<file path="src/rtl/msq_pkg.sv">
// Package for the marching squares cell segment block.
// Widths, segment types and helpers shared by the interfaces and all modules.
// Depends on nothing.
package msq_pkg;

   localparam int FRAC_BITS   = 12;
   localparam int FRAC_W      = FRAC_BITS + 1;
   localparam int IDX_W       = 6;
   localparam int SAMPLE_W    = 16;
   localparam int DIFF_W      = 16;
   localparam int COORD_W     = 18;
   localparam int DIV_STAGES  = 4;
   localparam int DIV_BITS    = FRAC_BITS / DIV_STAGES;
   localparam int PIPE_STAGES = DIV_STAGES + 2;
   localparam int NUM_EDGES   = 4;
   localparam int ADDR_W      = 3;
   localparam int DATA_W      = 32;

   localparam logic [ADDR_W-1:0] REG_ISO_LEVEL = ADDR_W'(0);
   localparam logic [FRAC_W-1:0] FRAC_ONE      = FRAC_W'(1) << FRAC_BITS;

   typedef logic [COORD_W-1:0] coord_type;
   typedef logic [3:0]         code_type;

   typedef struct packed {
      coord_type j1;
      coord_type i1;
      coord_type j2;
      coord_type i2;
   } seg_type;

   typedef enum logic [1:0] {PT_A, PT_B, PT_C, PT_D} point_type;

   typedef struct packed {
      logic [1:0] nseg;
      point_type  s0_from;
      point_type  s0_to;
      point_type  s1_from;
      point_type  s1_to;
   } route_type;

   function automatic logic [DIFF_W-1:0] abs_diff(logic signed [SAMPLE_W-1:0] x,
                                                  logic signed [SAMPLE_W-1:0] y);
      logic signed [SAMPLE_W:0] d;
      logic        [SAMPLE_W:0] n;
      d = {x[SAMPLE_W-1], x} - {y[SAMPLE_W-1], y};
      n = (~d) + (SAMPLE_W+1)'(1);
      return d[SAMPLE_W] ? n[DIFF_W-1:0] : d[DIFF_W-1:0];
   endfunction

   function automatic coord_type make_coord(logic [IDX_W-1:0] idx, logic [FRAC_W-1:0] frac);
      logic [COORD_W:0] sum;
      sum = (COORD_W+1)'({idx, {FRAC_BITS{1'b0}}}) + (COORD_W+1)'(frac);
      return sum[COORD_W] ? {COORD_W{1'b1}} : sum[COORD_W-1:0];
   endfunction

   // segment table indexed by the corner case code
   function automatic route_type route_of(code_type code);
      route_type r;
      r = '{nseg: 2'd0, s0_from: PT_A, s0_to: PT_A, s1_from: PT_C, s1_to: PT_D};
      unique case (code)
         4'd1, 4'd14: r = '{2'd1, PT_B, PT_A, PT_C, PT_D};
         4'd2, 4'd13: r = '{2'd1, PT_A, PT_C, PT_C, PT_D};
         4'd3, 4'd12: r = '{2'd1, PT_B, PT_C, PT_C, PT_D};
         4'd4, 4'd11: r = '{2'd1, PT_C, PT_D, PT_C, PT_D};
         4'd6, 4'd9:  r = '{2'd1, PT_A, PT_D, PT_C, PT_D};
         4'd7, 4'd8:  r = '{2'd1, PT_B, PT_D, PT_C, PT_D};
         4'd5, 4'd10: r = '{2'd2, PT_A, PT_B, PT_C, PT_D};
         default:     r = '{2'd0, PT_A, PT_A, PT_C, PT_D};
      endcase
      return r;
   endfunction

endpackage

</file>
<file path="src/rtl/msq_if.sv">
// Channel interfaces for cell words in and segment words out.
// Depends on msq_pkg.
interface msq_req_if import msq_pkg::*; ();
   logic                       valid;
   logic                       ready;
   logic [IDX_W-1:0]           cell_i;
   logic [IDX_W-1:0]           cell_j;
   logic signed [SAMPLE_W-1:0] corner_base;
   logic signed [SAMPLE_W-1:0] corner_next_j;
   logic signed [SAMPLE_W-1:0] corner_diag;
   logic signed [SAMPLE_W-1:0] corner_next_i;

   modport source(output valid, cell_i, cell_j, corner_base, corner_next_j,
                  corner_diag, corner_next_i, input ready);
   modport sink(input valid, cell_i, cell_j, corner_base, corner_next_j,
                corner_diag, corner_next_i, output ready);
endinterface

interface msq_rsp_if import msq_pkg::*; ();
   logic      valid;
   logic      ready;
   coord_type first_j_coord;
   coord_type first_i_coord;
   coord_type second_j_coord;
   coord_type second_i_coord;
   logic      last_segment;

   modport source(output valid, first_j_coord, first_i_coord, second_j_coord,
                  second_i_coord, last_segment, input ready);
   modport sink(input valid, first_j_coord, first_i_coord, second_j_coord,
                second_i_coord, last_segment, output ready);
endinterface

</file>
<file path="src/rtl/msq_edge_div.sv">
// Pipelined edge fraction divider: |level-a| / |b-a| with saturation at one.
// Several quotient bits per stage; stage loads follow the caller's enables.
// Depends on msq_pkg.
module msq_edge_div import msq_pkg::*; (
   input  logic                    clock,
   input  logic [DIV_STAGES-1:0]   en,
   input  logic [DIFF_W-1:0]       num,
   input  logic [DIFF_W-1:0]       den,
   output logic [FRAC_W-1:0]       frac
);

   logic [DIFF_W-1:0]    rem_ff [DIV_STAGES];
   logic [DIFF_W-1:0]    den_ff [DIV_STAGES];
   logic [FRAC_BITS-1:0] quo_ff [DIV_STAGES];
   logic                 zero_ff[DIV_STAGES];
   logic                 sat_ff [DIV_STAGES];

   for (genvar s = 0; s < DIV_STAGES; s++) begin : g_stage
      logic [DIFF_W-1:0]    rem_in;
      logic [FRAC_BITS-1:0] quo_in;
      logic [DIFF_W-1:0]    d_src;
      logic                 zero_in;
      logic                 sat_in;

      always_comb begin
         logic [DIFF_W:0] r2;
         if (s == 0) begin
            rem_in  = num;
            quo_in  = '0;
            d_src   = den;
            zero_in = (den == '0);
            sat_in  = (num >= den);
         end else begin
            rem_in  = rem_ff[s-1];
            quo_in  = quo_ff[s-1];
            d_src   = den_ff[s-1];
            zero_in = zero_ff[s-1];
            sat_in  = sat_ff[s-1];
         end
         for (int b = 0; b < DIV_BITS; b++) begin
            r2 = {rem_in, 1'b0};
            quo_in = {quo_in[FRAC_BITS-2:0], (r2 >= {1'b0, d_src})};
            if (r2 >= {1'b0, d_src}) begin
               r2 = r2 - {1'b0, d_src};
            end
            rem_in = r2[DIFF_W-1:0];
         end
      end

      always_ff @(posedge clock) begin
         if (en[s]) begin
            rem_ff[s]  <= rem_in;
            quo_ff[s]  <= quo_in;
            den_ff[s]  <= d_src;
            zero_ff[s] <= zero_in;
            sat_ff[s]  <= sat_in;
         end
      end
   end

   always_comb begin
      priority if (zero_ff[DIV_STAGES-1]) begin
         frac = '0;
      end else if (sat_ff[DIV_STAGES-1]) begin
         frac = FRAC_ONE;
      end else begin
         frac = {1'b0, quo_ff[DIV_STAGES-1]};
      end
   end

endmodule

</file>
<file path="src/rtl/marching_squares_cell_segments.sv">
// Top level of the marching squares cell segment block.
// Depends on msq_pkg, msq_if and msq_edge_div.
//
//  channel   dir   word                                  handshake
//  req_chan  in    cell indices + four corner samples    valid/ready
//  rsp_chan  out   one segment, two endpoints + last     valid/ready
//  csr       in    iso_level at byte 0                   APB, pready high
//
// Six register stages lie between an accepted cell and its first segment:
// one edge stage, four divider stages of three quotient bits each, one
// output stage. One cell per cycle enters unless a stall holds it; saddle
// cells hold the output stage until their second segment is taken.
// Reset clears valid bits and iso_level; stalls back up stage by stage.
module marching_squares_cell_segments import msq_pkg::*; (
   input  logic              clock,
   input  logic              reset,
   msq_req_if.sink           req_chan,
   msq_rsp_if.source         rsp_chan,
   input  logic              psel,
   input  logic              penable,
   input  logic              pwrite,
   input  logic [ADDR_W-1:0] paddr,
   input  logic [DATA_W-1:0] pwdata,
   output logic [DATA_W-1:0] prdata,
   output logic              pready
);

   localparam int LAST = PIPE_STAGES - 1;

   logic signed [SAMPLE_W-1:0] level_ff;
   logic [PIPE_STAGES-1:0]     v_ff;
   logic [PIPE_STAGES-1:0]     rdy;
   logic [IDX_W-1:0]           ci_ff  [DIV_STAGES+1];
   logic [IDX_W-1:0]           cj_ff  [DIV_STAGES+1];
   code_type                   code_ff[DIV_STAGES+1];
   logic [DIFF_W-1:0]          num_ff [NUM_EDGES];
   logic [DIFF_W-1:0]          den_ff [NUM_EDGES];
   logic [FRAC_W-1:0]          frac   [NUM_EDGES];
   seg_type                    seg0_ff, seg1_ff, seg0_in, seg1_in;
   logic                       two_ff, idx_ff, two_in;
   logic [1:0]                 nseg;
   code_type                   code_in;
   logic                       rsp_fire;

   // config port
   assign pready = 1'b1;
   assign prdata = DATA_W'(level_ff);

   always_ff @(posedge clock) begin
      if (reset) begin
         level_ff <= '0;
      end else if (psel && penable && pwrite && paddr == REG_ISO_LEVEL) begin
         level_ff <= pwdata[SAMPLE_W-1:0];
      end
   end

   // stall chain
   assign rsp_fire = rsp_chan.valid && rsp_chan.ready;

   always_comb begin
      rdy[LAST] = !v_ff[LAST] || (rsp_chan.ready && (!two_ff || idx_ff));
      for (int k = LAST - 1; k >= 0; k--) begin
         rdy[k] = !v_ff[k] || rdy[k+1];
      end
   end

   assign req_chan.ready = rdy[0];

   // edge stage
   always_comb begin
      code_in = {req_chan.corner_next_i > level_ff, req_chan.corner_diag > level_ff,
                 req_chan.corner_next_j > level_ff, req_chan.corner_base > level_ff};
   end

   always_ff @(posedge clock) begin
      if (rdy[0]) begin
         ci_ff[0]   <= req_chan.cell_i;
         cj_ff[0]   <= req_chan.cell_j;
         code_ff[0] <= code_in;
         num_ff[0]  <= abs_diff(level_ff, req_chan.corner_base);
         den_ff[0]  <= abs_diff(req_chan.corner_next_j, req_chan.corner_base);
         num_ff[1]  <= abs_diff(level_ff, req_chan.corner_base);
         den_ff[1]  <= abs_diff(req_chan.corner_next_i, req_chan.corner_base);
         num_ff[2]  <= abs_diff(level_ff, req_chan.corner_next_j);
         den_ff[2]  <= abs_diff(req_chan.corner_diag, req_chan.corner_next_j);
         num_ff[3]  <= abs_diff(level_ff, req_chan.corner_next_i);
         den_ff[3]  <= abs_diff(req_chan.corner_diag, req_chan.corner_next_i);
      end
   end

   // divider stages
   for (genvar e = 0; e < NUM_EDGES; e++) begin : g_edge
      msq_edge_div u_div (
         .clock (clock),
         .en    (rdy[DIV_STAGES:1]),
         .num   (num_ff[e]),
         .den   (den_ff[e]),
         .frac  (frac[e])
      );
   end

   for (genvar s = 1; s <= DIV_STAGES; s++) begin : g_side
      always_ff @(posedge clock) begin
         if (rdy[s]) begin
            ci_ff[s]   <= ci_ff[s-1];
            cj_ff[s]   <= cj_ff[s-1];
            code_ff[s] <= code_ff[s-1];
         end
      end
   end

   // segment build
   always_comb begin
      coord_type pj[4];
      coord_type pi[4];
      route_type rt;
      pj[PT_A] = make_coord(cj_ff[DIV_STAGES], frac[0]);
      pi[PT_A] = make_coord(ci_ff[DIV_STAGES], '0);
      pj[PT_B] = make_coord(cj_ff[DIV_STAGES], '0);
      pi[PT_B] = make_coord(ci_ff[DIV_STAGES], frac[1]);
      pj[PT_C] = make_coord(cj_ff[DIV_STAGES], FRAC_ONE);
      pi[PT_C] = make_coord(ci_ff[DIV_STAGES], frac[2]);
      pj[PT_D] = make_coord(cj_ff[DIV_STAGES], frac[3]);
      pi[PT_D] = make_coord(ci_ff[DIV_STAGES], FRAC_ONE);
      rt       = route_of(code_ff[DIV_STAGES]);
      nseg     = rt.nseg;
      two_in   = (rt.nseg == 2'd2);
      seg0_in  = '{pj[rt.s0_from], pi[rt.s0_from], pj[rt.s0_to], pi[rt.s0_to]};
      seg1_in  = '{pj[rt.s1_from], pi[rt.s1_from], pj[rt.s1_to], pi[rt.s1_to]};
   end

   always_ff @(posedge clock) begin
      if (rdy[LAST]) begin
         seg0_ff <= seg0_in;
         seg1_ff <= seg1_in;
         two_ff  <= two_in;
      end
   end

   // valid bits
   always_ff @(posedge clock) begin
      if (reset) begin
         v_ff   <= '0;
         idx_ff <= 1'b0;
      end else begin
         if (rdy[0]) begin
            v_ff[0] <= req_chan.valid;
         end
         for (int k = 1; k < LAST; k++) begin
            if (rdy[k]) begin
               v_ff[k] <= v_ff[k-1];
            end
         end
         if (rdy[LAST]) begin
            v_ff[LAST] <= v_ff[LAST-1] && (nseg != 2'd0);
            idx_ff     <= 1'b0;
         end else if (rsp_fire) begin
            idx_ff <= 1'b1;
         end
      end
   end

   // output
   assign rsp_chan.valid          = v_ff[LAST];
   assign rsp_chan.first_j_coord  = idx_ff ? seg1_ff.j1 : seg0_ff.j1;
   assign rsp_chan.first_i_coord  = idx_ff ? seg1_ff.i1 : seg0_ff.i1;
   assign rsp_chan.second_j_coord = idx_ff ? seg1_ff.j2 : seg0_ff.j2;
   assign rsp_chan.second_i_coord = idx_ff ? seg1_ff.i2 : seg0_ff.i2;
   assign rsp_chan.last_segment   = !two_ff || idx_ff;

endmodule

</file>
<file path="src/flat_wrapper.sv">
// flat-port wrapper written by rule: the top's interface ports become plain ports
module marching_squares_cell_segments_flat import msq_pkg::*;
  (clock, reset, psel, penable, pwrite, paddr, pwdata, prdata, pready, req_chan_valid, req_chan_cell_i, req_chan_cell_j, req_chan_corner_base, req_chan_corner_next_j, req_chan_corner_diag, req_chan_corner_next_i, req_chan_ready, rsp_chan_valid, rsp_chan_first_j_coord, rsp_chan_first_i_coord, rsp_chan_second_j_coord, rsp_chan_second_i_coord, rsp_chan_last_segment, rsp_chan_ready);
  msq_req_if req_chan_i ();
  msq_rsp_if rsp_chan_i ();
  input  logic clock;
  input  logic reset;
  input  logic psel;
  input  logic penable;
  input  logic pwrite;
  input  logic [ADDR_W-1:0] paddr;
  input  logic [DATA_W-1:0] pwdata;
  output logic [DATA_W-1:0] prdata;
  output logic pready;
  input wire logic [$bits(req_chan_i.valid)-1:0] req_chan_valid;
  input wire logic [$bits(req_chan_i.cell_i)-1:0] req_chan_cell_i;
  input wire logic [$bits(req_chan_i.cell_j)-1:0] req_chan_cell_j;
  input wire logic [$bits(req_chan_i.corner_base)-1:0] req_chan_corner_base;
  input wire logic [$bits(req_chan_i.corner_next_j)-1:0] req_chan_corner_next_j;
  input wire logic [$bits(req_chan_i.corner_diag)-1:0] req_chan_corner_diag;
  input wire logic [$bits(req_chan_i.corner_next_i)-1:0] req_chan_corner_next_i;
  output wire logic [$bits(req_chan_i.ready)-1:0] req_chan_ready;
  output wire logic [$bits(rsp_chan_i.valid)-1:0] rsp_chan_valid;
  output wire logic [$bits(rsp_chan_i.first_j_coord)-1:0] rsp_chan_first_j_coord;
  output wire logic [$bits(rsp_chan_i.first_i_coord)-1:0] rsp_chan_first_i_coord;
  output wire logic [$bits(rsp_chan_i.second_j_coord)-1:0] rsp_chan_second_j_coord;
  output wire logic [$bits(rsp_chan_i.second_i_coord)-1:0] rsp_chan_second_i_coord;
  output wire logic [$bits(rsp_chan_i.last_segment)-1:0] rsp_chan_last_segment;
  input wire logic [$bits(rsp_chan_i.ready)-1:0] rsp_chan_ready;
  assign req_chan_i.valid = req_chan_valid;
  assign req_chan_i.cell_i = req_chan_cell_i;
  assign req_chan_i.cell_j = req_chan_cell_j;
  assign req_chan_i.corner_base = req_chan_corner_base;
  assign req_chan_i.corner_next_j = req_chan_corner_next_j;
  assign req_chan_i.corner_diag = req_chan_corner_diag;
  assign req_chan_i.corner_next_i = req_chan_corner_next_i;
  assign req_chan_ready = req_chan_i.ready;
  assign rsp_chan_valid = rsp_chan_i.valid;
  assign rsp_chan_first_j_coord = rsp_chan_i.first_j_coord;
  assign rsp_chan_first_i_coord = rsp_chan_i.first_i_coord;
  assign rsp_chan_second_j_coord = rsp_chan_i.second_j_coord;
  assign rsp_chan_second_i_coord = rsp_chan_i.second_i_coord;
  assign rsp_chan_last_segment = rsp_chan_i.last_segment;
  assign rsp_chan_i.ready = rsp_chan_ready;
  marching_squares_cell_segments u_core (.clock(clock), .reset(reset), .req_chan(req_chan_i), .rsp_chan(rsp_chan_i), .psel(psel), .penable(penable), .pwrite(pwrite), .paddr(paddr), .pwdata(pwdata), .prdata(prdata), .pready(pready));
endmodule
</file>
<file path="config.mk">
export PLATFORM = sky130hd
export DESIGN_NAME = marching_squares_cell_segments_flat
export DESIGN_NICKNAME = d
export VERILOG_FILES = /design/src/rtl/msq_pkg.sv /design/src/rtl/msq_if.sv /design/src/rtl/msq_edge_div.sv /design/src/rtl/marching_squares_cell_segments.sv /design/src/flat_wrapper.sv
export SDC_FILE = /design/constraint.sdc
export NUM_CORES = 2
export LEC_CHECK = 0
export ABC_AREA = 1
export BUFFER_PORTS_ARGS = -buffer_cell sky130_fd_sc_hd__buf_4
export CELL_PAD_IN_SITES_DETAIL_PLACEMENT = 0
export CELL_PAD_IN_SITES_GLOBAL_PLACEMENT = 2
export CORE_MARGIN = 2
export CORE_UTILIZATION = 38
export DETAILED_ROUTE_END_ITERATION = 6
export PLACE_DENSITY_LB_ADDON = 0.25
export SYNTH_ARGS = -nofsm -noshare
export SYNTH_HDL_FRONTEND = slang
export SYNTH_SLANG_ARGS = --single-unit
</file>
<file path="constraint.sdc">
create_clock -name clock -period 23.9 [get_ports clock]
set_clock_uncertainty 0.15 [all_clocks]
set_input_delay 4.78 -clock clock [delete_from_list [all_inputs] [get_ports clock]]
set_output_delay 4.78 -clock clock [all_outputs]
set_load 0.01 [all_outputs]
</file>
==> metrics.txt <==
status=finished with violations; failing checks=design-rule violations; root buf cell=clkbuf_16; Inserted Clock Buffers=105; GRT met2 Usage=42.2%; critical path class=in2out; Core Region=224000 um^2; top flip-flop cell by instance count after synthesis=edfxtp_1; CTS tree=done; syn nets=13049; global-route wire length before repair=444000 um; max-cap violation count=0; Fill cells=23204; Final Max Tran Viols=0; WP data required=18.97 ns; Synth Warn #=0; min Tclk post-route=12.73 ns; dpl hpwl=241000 um; vias in the first global route=75302; Syn Inst Count=11960; top cells by count, synth=3902 x nand2_1, 1390 x inv_1, 948 x ha_1, 851 x edfxtp_1, 815 x a21oi_1; Tightest Pin Transition=1.18 ns; top-count cell post-synth=nand2_1; clk buf depth=3; number of clock sinks=874; busiest grt layer=met2; Wirelength per Cell=19.2 um; Fin Hold WS=0.246 ns; async set-reset flop share out of synthesis=0%; die area=229000 um^2; Initial Utilization=38.2%; antenna-violating nets left=0; port bufs=208; routability cong.=0.932; #FFs+latches synth=874; I/O pin count=226; Final Util=41.8%; RSZ-0062 raised after global routing=no; CP Max Fanout=96; grt met3 use=2.03%; Die Width=479 um; total routed wirelength=292000 um; Rel. slew slack=20.9%; largest net degree at the start of global routing=114; largest cells by area after synthesis=edfxtp_1 30%, nand2_1 17%, ha_1 14%; Post-CTS Resized=0; Vias/cell=5.18; total grt overflow=0; clock latency at the later pin of the worst-skew pair=0.80 ns; drt pass-1 iters=7; nets=13184; met1 Track Usage GR=33.6%; Residual DRC=5; share of layout cells above drive strength 1=5.28%; clock slew at reported path FFs=0.06 ns; crit path launch type=primary input; via count=78721; Fin Setup TNS=0 ns; worst hold-check path type=reg2reg; DR iter-0 viols=5619; Area growth, synth to finish=9.45%; Tcrit/Tclk final=53.2%; initial antenna violation count=25; GRT Total Usage=24.8%; Synth Cell Area=85700 um^2; Synth Area per Inst=7.16 um^2; Setup Fix Bufs, Post-CTS=0; Post-synth EDFFs=851; FF+latch area=26000 um^2; Setup crit end kind=primary output; number of core rows=174; area of the multi-input gates=53200 um^2; fmax=78.6 MHz; Distinct cells, synth=69; hold_buf cts=0; crit path DAT=7.80 ns; CTS H-tree lvls=3; Synth area leader=edfxtp_1; die height=479 um; top cell type's share of synthesized area=29.8%; Hold Fails Final Rpt=0; Seq/Total Area, Yosys=30.4%; setup violators final=0
-- cell usage in the layout (no fill, tap or decap), types with 17 or more instances in the layout --
cell type / instances
a211oi_1: 26
a21boi_0: 39
a21o_1: 72
a21oi_1: 815
a31oi_1: 60
buf_4: 233
clkbuf_16: 105
dfxtp_1: 22
edfxtp_1: 851
fa_1: 23
ha_1: 948
inv_1: 1386
inv_2: 42
nand2_1: 3900
nand2_2: 25
nand3_1: 777
nand3b_1: 58
nand4_1: 147
nor2_1: 775
nor3_1: 107
nor4_1: 27
o211ai_1: 17
o21a_1: 47
o21ai_0: 508
o21ai_1: 139
o21bai_1: 31
o22ai_1: 22
or2_2: 72
xnor2_1: 305
xor2_1: 328
-- cell families after synthesis --
group | Yosys count | share of synthesized area [%]
simple gates | 5984 | 29.2
fa+ha+maj | 971 | 14.4
compound gates | 1856 | 12.0
other cells | 1 | 0.00438
xor+xnor | 633 | 6.47
buf+inv | 1641 | 7.64
flops | 874 | 30.4
-- routing by layer --
| layer | share of wire (%) | wire, um |
|---|---|---|
| met5 | 0.014 | 41 |
| met4 | 3.0 | 8620 |
| met3 | 3.7 | 10700 |
| met2 | 47 | 136000 |
| met1 | 47 | 136000 |
-- layout make-up --
| cell class | instances | share of cell area [%] |
|---|---|---|
| multi-input cells | 9445 | 56.7 |
| flip-flops and latches | 874 | 27.7 |
| inverters | 1436 | 5.77 |
| well taps | 2992 | 3.99 |
| clock buffers | 118 | 2.85 |
| repair buffers | 233 | 1.87 |
| clock inverters | 79 | 1.07 |
| diodes | 7 | 0.0187 |
-- sequential cells by signal (all words and copies together), names as in the netlist --
name and flops:
u_core.code_ff 20, u_core.cj_ff 30, u_core.level_ff 16, u_core.den_ff 64, u_core.g_edge.u_div.quo_ff 120, u_core.v_ff 6, u_core.g_edge.u_div.rem_ff 192, u_core.g_edge.u_div.sat_ff 16
u_core.g_edge.u_div.zero_ff 16, u_core.ci_ff 30, u_core.num_ff 48, u_core.seg0_ff 72, u_core.g_edge.u_div.den_ff 192, u_core.seg1_ff 50, u_core.idx_ff 1, u_core.two_ff 1
-- critical path, cell delays in order --
cell and delay [ns]:
buf_4 0.13, nand2_1 0.16, nand3_4 0.08, nor2_1 0.29
inv_8 0.27, nor2_1 0.38, inv_8 0.32, nor2_1 0.54
nand2_4 0.42, buf_4 0.29
-- per-stage QoR --
stage | instance area [um^2] | instances | setup slack [ns]
finish | 93800 | 15184 | 11.17
CTS | 93800 | 15177 | 11.12
global placement | 90100 | 14980 | 11.17
floorplan | 85700 | 11960 | 1.79
detailed placement | 90100 | 14980 | 11.13
global route | 93800 | 15182 | 10.90
-- worst paths after layout --
path	start	depth (start not counted)	to	slack (ns)
max	rsp_chan_ready	10	req_chan_ready	11.17
min	u_core.g_edge[1].u_div.quo_ff[0][2]	0	u_core.g_edge[1].u_div.quo_ff[1][5]	0.25
max reg2reg	u_core.den_ff[2][14]	30	u_core.g_edge[2].u_div.rem_ff[0][15]	15.98
min reg2reg	u_core.g_edge[1].u_div.quo_ff[0][2]	0	u_core.g_edge[1].u_div.quo_ff[1][5]	0.25
Power is left out: the tool's default activity adds up to more than one toggle a clock period on the data nets, which glitch-free logic cannot reach.
